`src/rtl/core/lkvc_pkg.sv`:
```
// Shared types and constants for the LRU key-value cache.
// No dependencies; imported by the cache top level and its checker.
package lkvc_pkg;

  // Field widths fixed by the stream format.
  localparam int KEY_W = 32;
  localparam int VAL_W = 32;
  localparam int CAP_W = 5;

  // Default number of entries and the capacity after reset.
  localparam int          DEF_ENTRIES = 16;
  localparam logic [CAP_W-1:0] CAP_RESET = 5'd16;

  // Operation codes carried in in_tuser.
  localparam logic OP_GET = 1'b0;
  localparam logic OP_SET = 1'b1;

  // Value returned by a get that misses.
  localparam logic [VAL_W-1:0] MISS_VALUE = 32'hFFFF_FFFF;

  // One request as held while it is worked on.
  typedef struct packed {
    logic             op;
    logic [KEY_W-1:0] key;
    logic [VAL_W-1:0] value;
  } lkvc_req_t;

endpackage

```
`src/rtl/core/lkvc_ram.sv`:
```
// Generic simple dual-port RAM: one write port, one read port, registered read.
// No dependencies; used by the cache for its entry store.
module lkvc_ram #(
  parameter int WIDTH = 8,
  parameter int DEPTH = 16,
  localparam int ADDR_W = (DEPTH > 1) ? $clog2(DEPTH) : 1
) (
  input  logic              clk,
  input  logic              wr_en,
  input  logic [ADDR_W-1:0] wr_addr,
  input  logic [WIDTH-1:0]  wr_data,
  input  logic [ADDR_W-1:0] rd_addr,
  output logic [WIDTH-1:0]  rd_data
);

  logic [WIDTH-1:0] mem_r [DEPTH];

  // Write and registered read, one of each per cycle.
  always_ff @(posedge clk) begin
    if (wr_en) begin
      mem_r[wr_addr] <= wr_data;
    end
    rd_data <= mem_r[rd_addr];
  end

endmodule

```
`src/rtl/core/lru_key_value_cache.sv`:
```
// Top level of the fully associative LRU key-value cache.
// Depends on lkvc_pkg and on lkvc_ram for the entry store.

// The cache holds up to ENTRIES key/value pairs in one RAM, each word carrying
// key, value and a recency rank (0 is the most recently set). Valid bits and the
// used count sit in flip-flops and clear at reset; the RAM needs no clearing.
// Requests are handled one at a time. Every request scans all entries through
// the single RAM read port, one entry per cycle; a get then waits until the
// output register is free to take its result. A set adds a second pass that
// rewrites every entry with its new rank. A get returns one result transfer:
// found in out_tuser and the value, or all ones on a miss, in out_tdata. A set
// returns nothing. The next request is taken while a result still waits.
module lru_key_value_cache
  import lkvc_pkg::*;
#(
  parameter int ENTRIES = DEF_ENTRIES
) (
  input  logic                   clk,
  input  logic                   rst_n,
  // Configuration: capacity.
  input  logic                   cfg_valid,
  output logic                   cfg_ready,
  input  logic [CAP_W-1:0]       cfg_data,
  // Request stream.
  input  logic                   in_tvalid,
  output logic                   in_tready,
  input  logic [KEY_W+VAL_W-1:0] in_tdata,   // [31:0] key, [63:32] new_value
  input  logic                   in_tuser,   // [0] operation
  // Result stream.
  output logic                   out_tvalid,
  input  logic                   out_tready,
  output logic [VAL_W-1:0]       out_tdata,  // [31:0] read_value
  output logic                   out_tuser   // [0] found
);

  localparam int IDX_W  = (ENTRIES > 1) ? $clog2(ENTRIES) : 1;
  localparam int CNT_W  = $clog2(ENTRIES + 1);
  localparam int RANK_W = IDX_W;
  localparam int WORD_W = KEY_W + VAL_W + RANK_W;
  localparam int CMP_W  = (CNT_W > CAP_W) ? CNT_W : CAP_W;

  // Controller states.
  localparam logic [2:0] S_IDLE = 3'd0;
  localparam logic [2:0] S_SCAN = 3'd1;
  localparam logic [2:0] S_DEC  = 3'd2;
  localparam logic [2:0] S_UPD  = 3'd3;
  localparam logic [2:0] S_OUT  = 3'd4;

  logic [2:0]         state_r, state_nxt;
  logic [CNT_W-1:0]   cnt_r, cnt_nxt;
  logic [ENTRIES-1:0] valid_r, valid_nxt;
  logic [CNT_W-1:0]   used_r, used_nxt;
  logic [CAP_W-1:0]   cap_r, cap_nxt;
  lkvc_req_t          req_r, req_nxt;

  // Scan results.
  logic               hit_found_r, hit_found_nxt;
  logic [IDX_W-1:0]   hit_idx_r, hit_idx_nxt;
  logic [VAL_W-1:0]   hit_val_r, hit_val_nxt;
  logic [RANK_W-1:0]  hit_rank_r, hit_rank_nxt;
  logic               free_found_r, free_found_nxt;
  logic [IDX_W-1:0]   free_idx_r, free_idx_nxt;
  logic               vic_found_r, vic_found_nxt;
  logic [IDX_W-1:0]   vic_idx_r, vic_idx_nxt;
  logic [RANK_W-1:0]  vic_rank_r, vic_rank_nxt;

  // Update pass controls.
  logic [IDX_W-1:0]   tgt_idx_r, tgt_idx_nxt;
  logic [RANK_W-1:0]  tgt_rank_r, tgt_rank_nxt;
  logic               inc_all_r, inc_all_nxt;

  // Output register.
  logic               out_valid_r, out_valid_nxt;
  logic               out_found_r, out_found_nxt;
  logic [VAL_W-1:0]   out_data_r, out_data_nxt;

  // RAM ports.
  logic               wr_en;
  logic [IDX_W-1:0]   wr_addr;
  logic [WORD_W-1:0]  wr_data;
  logic [IDX_W-1:0]   rd_addr;
  logic [WORD_W-1:0]  rd_data;

  // Fields of the word returned by the RAM.
  logic [KEY_W-1:0]   rd_key;
  logic [VAL_W-1:0]   rd_val;
  logic [RANK_W-1:0]  rd_rank;
  logic [CNT_W-1:0]   cnt_m1;
  logic [IDX_W-1:0]   prev_idx;
  logic               cnt_last;
  logic               prev_valid;
  logic [CAP_W-1:0]   cap_eff;
  logic               room;

  assign rd_key   = rd_data[KEY_W-1:0];
  assign rd_val   = rd_data[KEY_W+VAL_W-1:KEY_W];
  assign rd_rank  = rd_data[WORD_W-1:KEY_W+VAL_W];
  assign cnt_m1   = cnt_r - CNT_W'(1);
  assign prev_idx = cnt_m1[IDX_W-1:0];
  assign cnt_last = (cnt_r == CNT_W'(ENTRIES));
  assign prev_valid = valid_r[prev_idx];

  // A capacity of zero behaves as one; a free slot means used is below ENTRIES.
  assign cap_eff = (cap_r == '0) ? CAP_W'(1) : cap_r;
  assign room    = free_found_r && (CMP_W'(used_r) < CMP_W'(cap_eff));

  // Both passes read entry cnt while the entry of the previous cycle is handled.
  assign rd_addr = cnt_last ? '0 : cnt_r[IDX_W-1:0];

  lkvc_ram #(
    .WIDTH (WORD_W),
    .DEPTH (ENTRIES)
  ) u_ram (
    .clk     (clk),
    .wr_en   (wr_en),
    .wr_addr (wr_addr),
    .wr_data (wr_data),
    .rd_addr (rd_addr),
    .rd_data (rd_data)
  );

  // Write-back of the update pass: new entry word at the target, aged or unchanged words elsewhere.
  always_comb begin
    wr_en   = (state_r == S_UPD) && (cnt_r != '0);
    wr_addr = prev_idx;
    if (prev_idx == tgt_idx_r) begin
      wr_data = {{RANK_W{1'b0}}, req_r.value, req_r.key};
    end else if (prev_valid && (inc_all_r || (rd_rank < tgt_rank_r))) begin
      wr_data = {rd_rank + RANK_W'(1), rd_val, rd_key};
    end else begin
      wr_data = rd_data;
    end
  end

  // Controller and scan bookkeeping.
  always_comb begin
    state_nxt      = state_r;
    cnt_nxt        = cnt_r;
    valid_nxt      = valid_r;
    used_nxt       = used_r;
    cap_nxt        = cap_r;
    req_nxt        = req_r;
    hit_found_nxt  = hit_found_r;
    hit_idx_nxt    = hit_idx_r;
    hit_val_nxt    = hit_val_r;
    hit_rank_nxt   = hit_rank_r;
    free_found_nxt = free_found_r;
    free_idx_nxt   = free_idx_r;
    vic_found_nxt  = vic_found_r;
    vic_idx_nxt    = vic_idx_r;
    vic_rank_nxt   = vic_rank_r;
    tgt_idx_nxt    = tgt_idx_r;
    tgt_rank_nxt   = tgt_rank_r;
    inc_all_nxt    = inc_all_r;
    out_valid_nxt  = out_valid_r;
    out_found_nxt  = out_found_r;
    out_data_nxt   = out_data_r;

    // Configuration transfer.
    if (cfg_valid) begin
      cap_nxt = cfg_data;
    end

    // Result transfer frees the output register.
    if (out_valid_r && out_tready) begin
      out_valid_nxt = 1'b0;
    end

    unique case (state_r)
      S_IDLE: begin
        if (in_tvalid) begin
          req_nxt.op     = in_tuser;
          req_nxt.key    = in_tdata[KEY_W-1:0];
          req_nxt.value  = in_tdata[KEY_W+VAL_W-1:KEY_W];
          hit_found_nxt  = 1'b0;
          free_found_nxt = 1'b0;
          vic_found_nxt  = 1'b0;
          cnt_nxt        = '0;
          state_nxt      = S_SCAN;
        end
      end
      S_SCAN: begin
        // Look at the entry read in the previous cycle.
        if (cnt_r != '0) begin
          if (prev_valid && (rd_key == req_r.key) && !hit_found_r) begin
            hit_found_nxt = 1'b1;
            hit_idx_nxt   = prev_idx;
            hit_val_nxt   = rd_val;
            hit_rank_nxt  = rd_rank;
          end
          if (!prev_valid && !free_found_r) begin
            free_found_nxt = 1'b1;
            free_idx_nxt   = prev_idx;
          end
          if (prev_valid && (!vic_found_r || (rd_rank > vic_rank_r))) begin
            vic_found_nxt = 1'b1;
            vic_idx_nxt   = prev_idx;
            vic_rank_nxt  = rd_rank;
          end
        end
        if (cnt_last) begin
          state_nxt = S_DEC;
        end else begin
          cnt_nxt = cnt_r + CNT_W'(1);
        end
      end
      S_DEC: begin
        // Pick the slot a set writes and how the other ranks move.
        cnt_nxt = '0;
        if (req_r.op == OP_GET) begin
          state_nxt = S_OUT;
        end else begin
          state_nxt = S_UPD;
          if (hit_found_r) begin
            tgt_idx_nxt  = hit_idx_r;
            tgt_rank_nxt = hit_rank_r;
            inc_all_nxt  = 1'b0;
          end else if (room) begin
            tgt_idx_nxt  = free_idx_r;
            tgt_rank_nxt = '0;
            inc_all_nxt  = 1'b1;
            valid_nxt[free_idx_r] = 1'b1;
            used_nxt     = used_r + CNT_W'(1);
          end else begin
            tgt_idx_nxt  = vic_idx_r;
            tgt_rank_nxt = vic_rank_r;
            inc_all_nxt  = 1'b0;
          end
        end
      end
      S_UPD: begin
        if (cnt_last) begin
          state_nxt = S_IDLE;
        end else begin
          cnt_nxt = cnt_r + CNT_W'(1);
        end
      end
      S_OUT: begin
        // Load the result once the output register is free.
        if (!out_valid_r || out_tready) begin
          out_valid_nxt = 1'b1;
          out_found_nxt = hit_found_r;
          out_data_nxt  = hit_found_r ? hit_val_r : MISS_VALUE;
          state_nxt     = S_IDLE;
        end
      end
      default: begin
        state_nxt = S_IDLE;
      end
    endcase
  end

  // Control state is reset; payload registers are not.
  always_ff @(posedge clk) begin
    if (!rst_n) begin
      state_r     <= S_IDLE;
      cnt_r       <= '0;
      valid_r     <= '0;
      used_r      <= '0;
      cap_r       <= CAP_RESET;
      out_valid_r <= 1'b0;
    end else begin
      state_r     <= state_nxt;
      cnt_r       <= cnt_nxt;
      valid_r     <= valid_nxt;
      used_r      <= used_nxt;
      cap_r       <= cap_nxt;
      out_valid_r <= out_valid_nxt;
    end
  end

  always_ff @(posedge clk) begin
    req_r        <= req_nxt;
    hit_found_r  <= hit_found_nxt;
    hit_idx_r    <= hit_idx_nxt;
    hit_val_r    <= hit_val_nxt;
    hit_rank_r   <= hit_rank_nxt;
    free_found_r <= free_found_nxt;
    free_idx_r   <= free_idx_nxt;
    vic_found_r  <= vic_found_nxt;
    vic_idx_r    <= vic_idx_nxt;
    vic_rank_r   <= vic_rank_nxt;
    tgt_idx_r    <= tgt_idx_nxt;
    tgt_rank_r   <= tgt_rank_nxt;
    inc_all_r    <= inc_all_nxt;
    out_found_r  <= out_found_nxt;
    out_data_r   <= out_data_nxt;
  end

  assign cfg_ready  = 1'b1;
  assign in_tready  = (state_r == S_IDLE);
  assign out_tvalid = out_valid_r;
  assign out_tdata  = out_data_r;
  assign out_tuser  = out_found_r;

endmodule

```
`config.mk`:
```
export PLATFORM = sky130hd
export DESIGN_NAME = lru_key_value_cache
export DESIGN_NICKNAME = d
export VERILOG_FILES = /design/src/rtl/core/lkvc_pkg.sv /design/src/rtl/core/lkvc_ram.sv /design/src/rtl/core/lru_key_value_cache.sv
export SDC_FILE = /design/constraint.sdc
export NUM_CORES = 1
export LEC_CHECK = 0
export BUFFER_PORTS_ARGS = -buffer_cell sky130_fd_sc_hd__clkbuf_2
export CAP_MARGIN = 20
export CORE_AREA = 2 2 201 400
export CTS_CLUSTER_DIAMETER = 40
export DETAILED_ROUTE_END_ITERATION = 8
export DIE_AREA = 0 0 203 402
export GPL_TIMING_DRIVEN = 0
export PLACE_DENSITY = 0.85
export SYNTH_ARGS = -nofsm -noshare
export SYNTH_HDL_FRONTEND = slang
export SYNTH_HIERARCHICAL = 1
export SYNTH_SLANG_ARGS = --single-unit
```
`constraint.sdc`:
```
create_clock -name clk -period 16.6 [get_ports clk]
set_clock_uncertainty 0.2 [all_clocks]
set_input_delay 1.66 -clock clk [delete_from_list [all_inputs] [get_ports clk]]
set_output_delay 1.66 -clock clk [all_outputs]
set_load 0.01 [all_outputs]
```
==> results by stage <==
Run status:
- The run finished with clean final reports.

Global route:
- Entering global routing, the biggest net connects roughly 40 pins.
- The total congestion overflow after global routing is 0.
- The number of antenna violations at the first check in global routing was 1.
- The global routing stage identified its most utilized layer as met2.
- The number of global-route vias before repair is between 20,000 and 30,000.
- For met2 alone, demand over resource in global routing was 57.3%.
- Global routing consumed, on the met1 layer, 43.1% of the routing resources.
- The global-route wire length before repair is between 150,000 and 200,000 um.
- Global routing used between 30% and 40% of the available tracks.
- The global routing met3 resource utilization is under 10%.

Critical path:
- The endpoint of the worst register-to-register path is u_ram/mem_r[5][41].
- The class of the most critical setup path is reg -> reg.
- The slowest stage of the critical path is the sky130_fd_sc_hd__nor2_4 cell.
- The flop-to-flop setup slack is between 10 and 15 ns.
- The data arrival time of the worst path is about 4.9 ns.
- Among the stages of the critical path, the cell type that occurs most often is sky130_fd_sc_hd__buf_12.
- The stage delay of the slowest cell on the critical path is ~0.94 ns.
- In this run the worst setup path terminates at u_ram/mem_r[5][41].
- The startpoint type of the worst setup path is a flop.
- The number of cells on the worst reg-to-reg path is 8.
- The type of destination of the critical path is a flop.
- Traced cell by cell, the critical path runs through buf_2, inv_1, ha_1, xor2_1, nand3b_1, nor2_4, buf_12, buf_12.
- At the worst endpoint, the required time is between 15 and 20 ns.
- The launching point of the worst reg2reg path is cnt_r[0].
- Of all nets on the critical path, the largest fanout is 24.
- In this run the worst setup path begins at cnt_r[0].

Yosys:
- The number of nets handed over by synthesis was approximately 2,400.
- The number of library cell types mapped by synthesis is 55.
- The total of warnings raised by yosys is 6.
- The sequential share of the synthesized area is slightly below 80%.
- In this run, synthesis inferred approximately 1,300 flip-flops with an integrated enable.
- The async set-reset flop share out of synthesis is 0%.
- Synthesis inferred 1,353 register bits.
- Counting every instance in the synthesized netlist gives between 2,000 and 2,500.
- The netlist area before placement is ~51,000 sq um.
- The average size of a mapped cell is around 22 sq um.
- For this run, the leading register cell type out of synthesis is sky130_fd_sc_hd__edfxtp_1.

Min path:
- The type of the worst min-delay path is reg -> reg.
- The startpoint identified for the worst hold timing path is u_ram/rd_data[48].
- Along the worst hold path, the cell count comes to 0.

Floorplan:
- The I/O pin total is about 110.
- The width of the die is about 200 um.
- The placeable core area is ~79,000 sq um.
- The die outline area is 81,600 sq um.
- The site row count is ~150.
- From bottom edge to top edge, the die measures about 400 um.
- The effective utilization at floorplan is around 64%.

Placed design:
- The wire-length estimate of the detail-placed layout is 76,200 um.
- The count of buffers added on input and output ports is roughly 110.
- The placer congestion estimate is slightly above 0.8.
- The placed cell count is 3,566.
- At the placement stage, the worst setup path has a slack of approximately 12 ns.

Routing:
- In the routed design, unresolved DRC markers number 0.
- The total wire length is approximately 140,000 um.
- Once detail routing completed, the nets flagged for antenna violations numbered 0.
- The via total after detailed routing is about 27,000.
- The number of optimization iterations in the first detailed-route pass is 9.
- The first routing iteration left 4,457 violations.
- The routed length per placed instance is approximately 37 um.
- Dividing the detail-routed via count by the number of cells gives 7.22.

Power:
- Dividing total power by cell area gives a power density of approximately 120 nW/um^2.
- The largest vdd supply drop is 0.000117 V.
- The reported leakage power is 18.4 nW.

Clocking:
- The latest clock arrival within the worst-skew pair is 0.70 ns.
- After clock tree synthesis, the repair step resized 0 gates.
- The tree built by TritonCTS fans out to around 1,400 sinks.
- The total clock buffers created by CTS is 111.
- The CTS H-tree depth is 3.
- Hold repair after CTS inserted 0 buffers.
- The cell at the root of the clock tree is sky130_fd_sc_hd__clkbuf_16.
- No sink is reached through more buffers than the 3 on the longest clock path.
- The clock transition time at the flip-flop clock pins of the worst setup and hold paths is 0.07 ns.
- Buffers added to address setup during post-CTS repair amount to 0.
- The TritonCTS clock tree is done.

Timing:
- The number of pins exceeding their max-slew limit in the final report is 0.
- After layout, the worst setup slack is ~12 ns.
- Timing would allow up to 214 MHz.
- Hold is met by approximately 0.23 ns.
- Setup violations remaining at the end of the flow were counted as 0.
- The hold violation total from the final report is 0.
- The worst path uses ~28% of the clock period.
- Setup repair after global routing left no endpoint under its margin.
- The slew at the pin with the worst max-slew slack is between 1 and 1.5 ns.
- Adding up every negative setup slack in the final design gives 0 ns.
- In this run the tightest slew margin relative to its limit is 21.9%.
- The minimum clock period is between 4 and 5 ns.

Final layout:
- The net count of the finished layout is 2,737.
- The share of post-route cells with drive strength above 1 is between 20% and 30%.
- After the flow finishes, the layout carries non-filler instances totaling 3,782.
- The relative area change from synthesis to final layout is 13.8%.

Run:
- The tool flagged a number of max-cap violations equal to 0.
[flip-flops by register name, indices dropped and copies added, names as in the netlist, 5 cells and up]
name,cells
req_r,65
u_ram/rd_data,68
out_tdata,32
cap_r,5
valid_r,16
hit_val_r,32
used_r,5
cnt_r,5
u_ram/mem_r,1088
[synth_stat cells (10+ instances only)]
cell type	number	area, sq um
sky130_fd_sc_hd__edfxtp_1	1250	37500
sky130_fd_sc_hd__mux4_2	276	6220
sky130_fd_sc_hd__a22oi_1	136	1020
sky130_fd_sc_hd__dfxtp_1	103	2060
sky130_fd_sc_hd__nand2_1	92	345
sky130_fd_sc_hd__clkbuf_1	66	248
sky130_fd_sc_hd__mux2_2	64	721
sky130_fd_sc_hd__nand2b_1	42	263
sky130_fd_sc_hd__nor2_1	39	146
sky130_fd_sc_hd__xor2_1	35	307
sky130_fd_sc_hd__buf_2	34	170
sky130_fd_sc_hd__nor3_1	23	115
sky130_fd_sc_hd__inv_1	20	75.1
sky130_fd_sc_hd__o21a_1	18	135
sky130_fd_sc_hd__ha_1	16	200
sky130_fd_sc_hd__o21ai_0	14	70.1
sky130_fd_sc_hd__nor4_1	12	75.1
sky130_fd_sc_hd__mux2i_1	10	100
[layout by cell type, fill, tap and decap left out, types with 5 or more instances in the layout]
cell / count
sky130_fd_sc_hd__o21ai_0: 14
sky130_fd_sc_hd__nor2_4: 12
sky130_fd_sc_hd__nor2b_1: 5
sky130_fd_sc_hd__a22oi_1: 136
sky130_fd_sc_hd__clkinv_1: 10
sky130_fd_sc_hd__nand3_1: 7
sky130_fd_sc_hd__buf_12: 31
sky130_fd_sc_hd__a21oi_1: 9
sky130_fd_sc_hd__buf_2: 34
sky130_fd_sc_hd__buf_16: 7
sky130_fd_sc_hd__nor3_1: 19
sky130_fd_sc_hd__clkbuf_2: 109
sky130_fd_sc_hd__xnor2_1: 7
sky130_fd_sc_hd__mux4_2: 276
sky130_fd_sc_hd__nor2_1: 27
sky130_fd_sc_hd__nand2_1: 92
sky130_fd_sc_hd__inv_6: 8
sky130_fd_sc_hd__bufinv_16: 13
sky130_fd_sc_hd__dfxtp_1: 103
sky130_fd_sc_hd__mux2i_1: 10
sky130_fd_sc_hd__o21a_1: 18
sky130_fd_sc_hd__nor4_1: 12
sky130_fd_sc_hd__nand2b_1: 42
sky130_fd_sc_hd__edfxtp_1: 1250
sky130_fd_sc_hd__inv_1: 19
sky130_fd_sc_hd__buf_6: 34
sky130_fd_sc_hd__nand4_1: 5
sky130_fd_sc_hd__nor3_2: 5
sky130_fd_sc_hd__xor2_1: 35
sky130_fd_sc_hd__clkbuf_1: 83
sky130_fd_sc_hd__buf_1: 5
sky130_fd_sc_hd__clkbuf_16: 115
sky130_fd_sc_hd__mux2_2: 64
sky130_fd_sc_hd__ha_1: 16
sky130_fd_sc_hd__clkbuf_8: 7
sky130_fd_sc_hd__clkinv_2: 31
sky130_fd_sc_hd__buf_4: 16
[how the worst min path moves through the flow]
stage,to,slack [ns]
floorplan,hit_val_r[0],0.20
finish,hit_val_r[16],0.23
CTS,hit_val_r[16],0.23
global placement,hit_val_r[29],0.21
detailed placement,hit_val_r[21],0.21
global route,hit_val_r[8],0.26
[critical path, delay by kind of cell (launching register included)]
family / cells / cell delay, ns
buf+inv: 4 / 1.20
simple gates: 2 / 1.46
flops: 1 / 0.36
xor+xnor: 1 / 0.77
fa+ha+maj: 1 / 0.31
[logic make-up (layout without fill, tap and decap cells)]
family                     after synthesis  in the layout  share of synthesized area [%]
buffers and inverters                  139            535                           1.26
muxes                                  351            351                           14.0
DFF                                   1353           1353                           78.4
and+or+nand+nor                        249            249                           2.42
adders and majority gates               16             16                          0.396
AOI/OAI and AO/OA                      196            196                           2.83
xor gates and xnor gates                43             43                          0.760
other                                    1              3                        0.00742
[layer usage]
metal	share of wire, %	wire (um)	up-vias
met5	0	0	-
met4	6.7	9340	0
met3	12	16600	610
met2	50	69800	2715
met1	31	43000	13700
li1	-	-	10300
[per-stage QoR]
stage / area [sq um] / power, W / utilization (%)
floorplan: 50500 / 0.00402 / -
global placement: 52400 / 0.00410 / 66.5
detailed placement: 53700 / 0.00412 / 68.2
CTS: 57500 / 0.00681 / 73.0
global route: 57500 / 0.00693 / 73.0
finish: 57500 / 0.00681 / 73.0
[where the power goes]
group          total, W  switching (W)  internal, W
Clock           0.00275        0.00124      0.00151
Combinational  0.000286       0.000181     0.000105
Sequential      0.00378      0.0000205      0.00376
[cell type report]
type	instances	area, sq um
multi-input combinational	856	10400
inverter	20	77.6
tap	1036	1300
clock inverter	72	742
antenna	2	5.00
sequential	1353	39600
fill	3919	21200
buffer	119	561
clock buffer	139	3040
timing repair buffer	185	1770
Power figures use the tool's default switching activity.
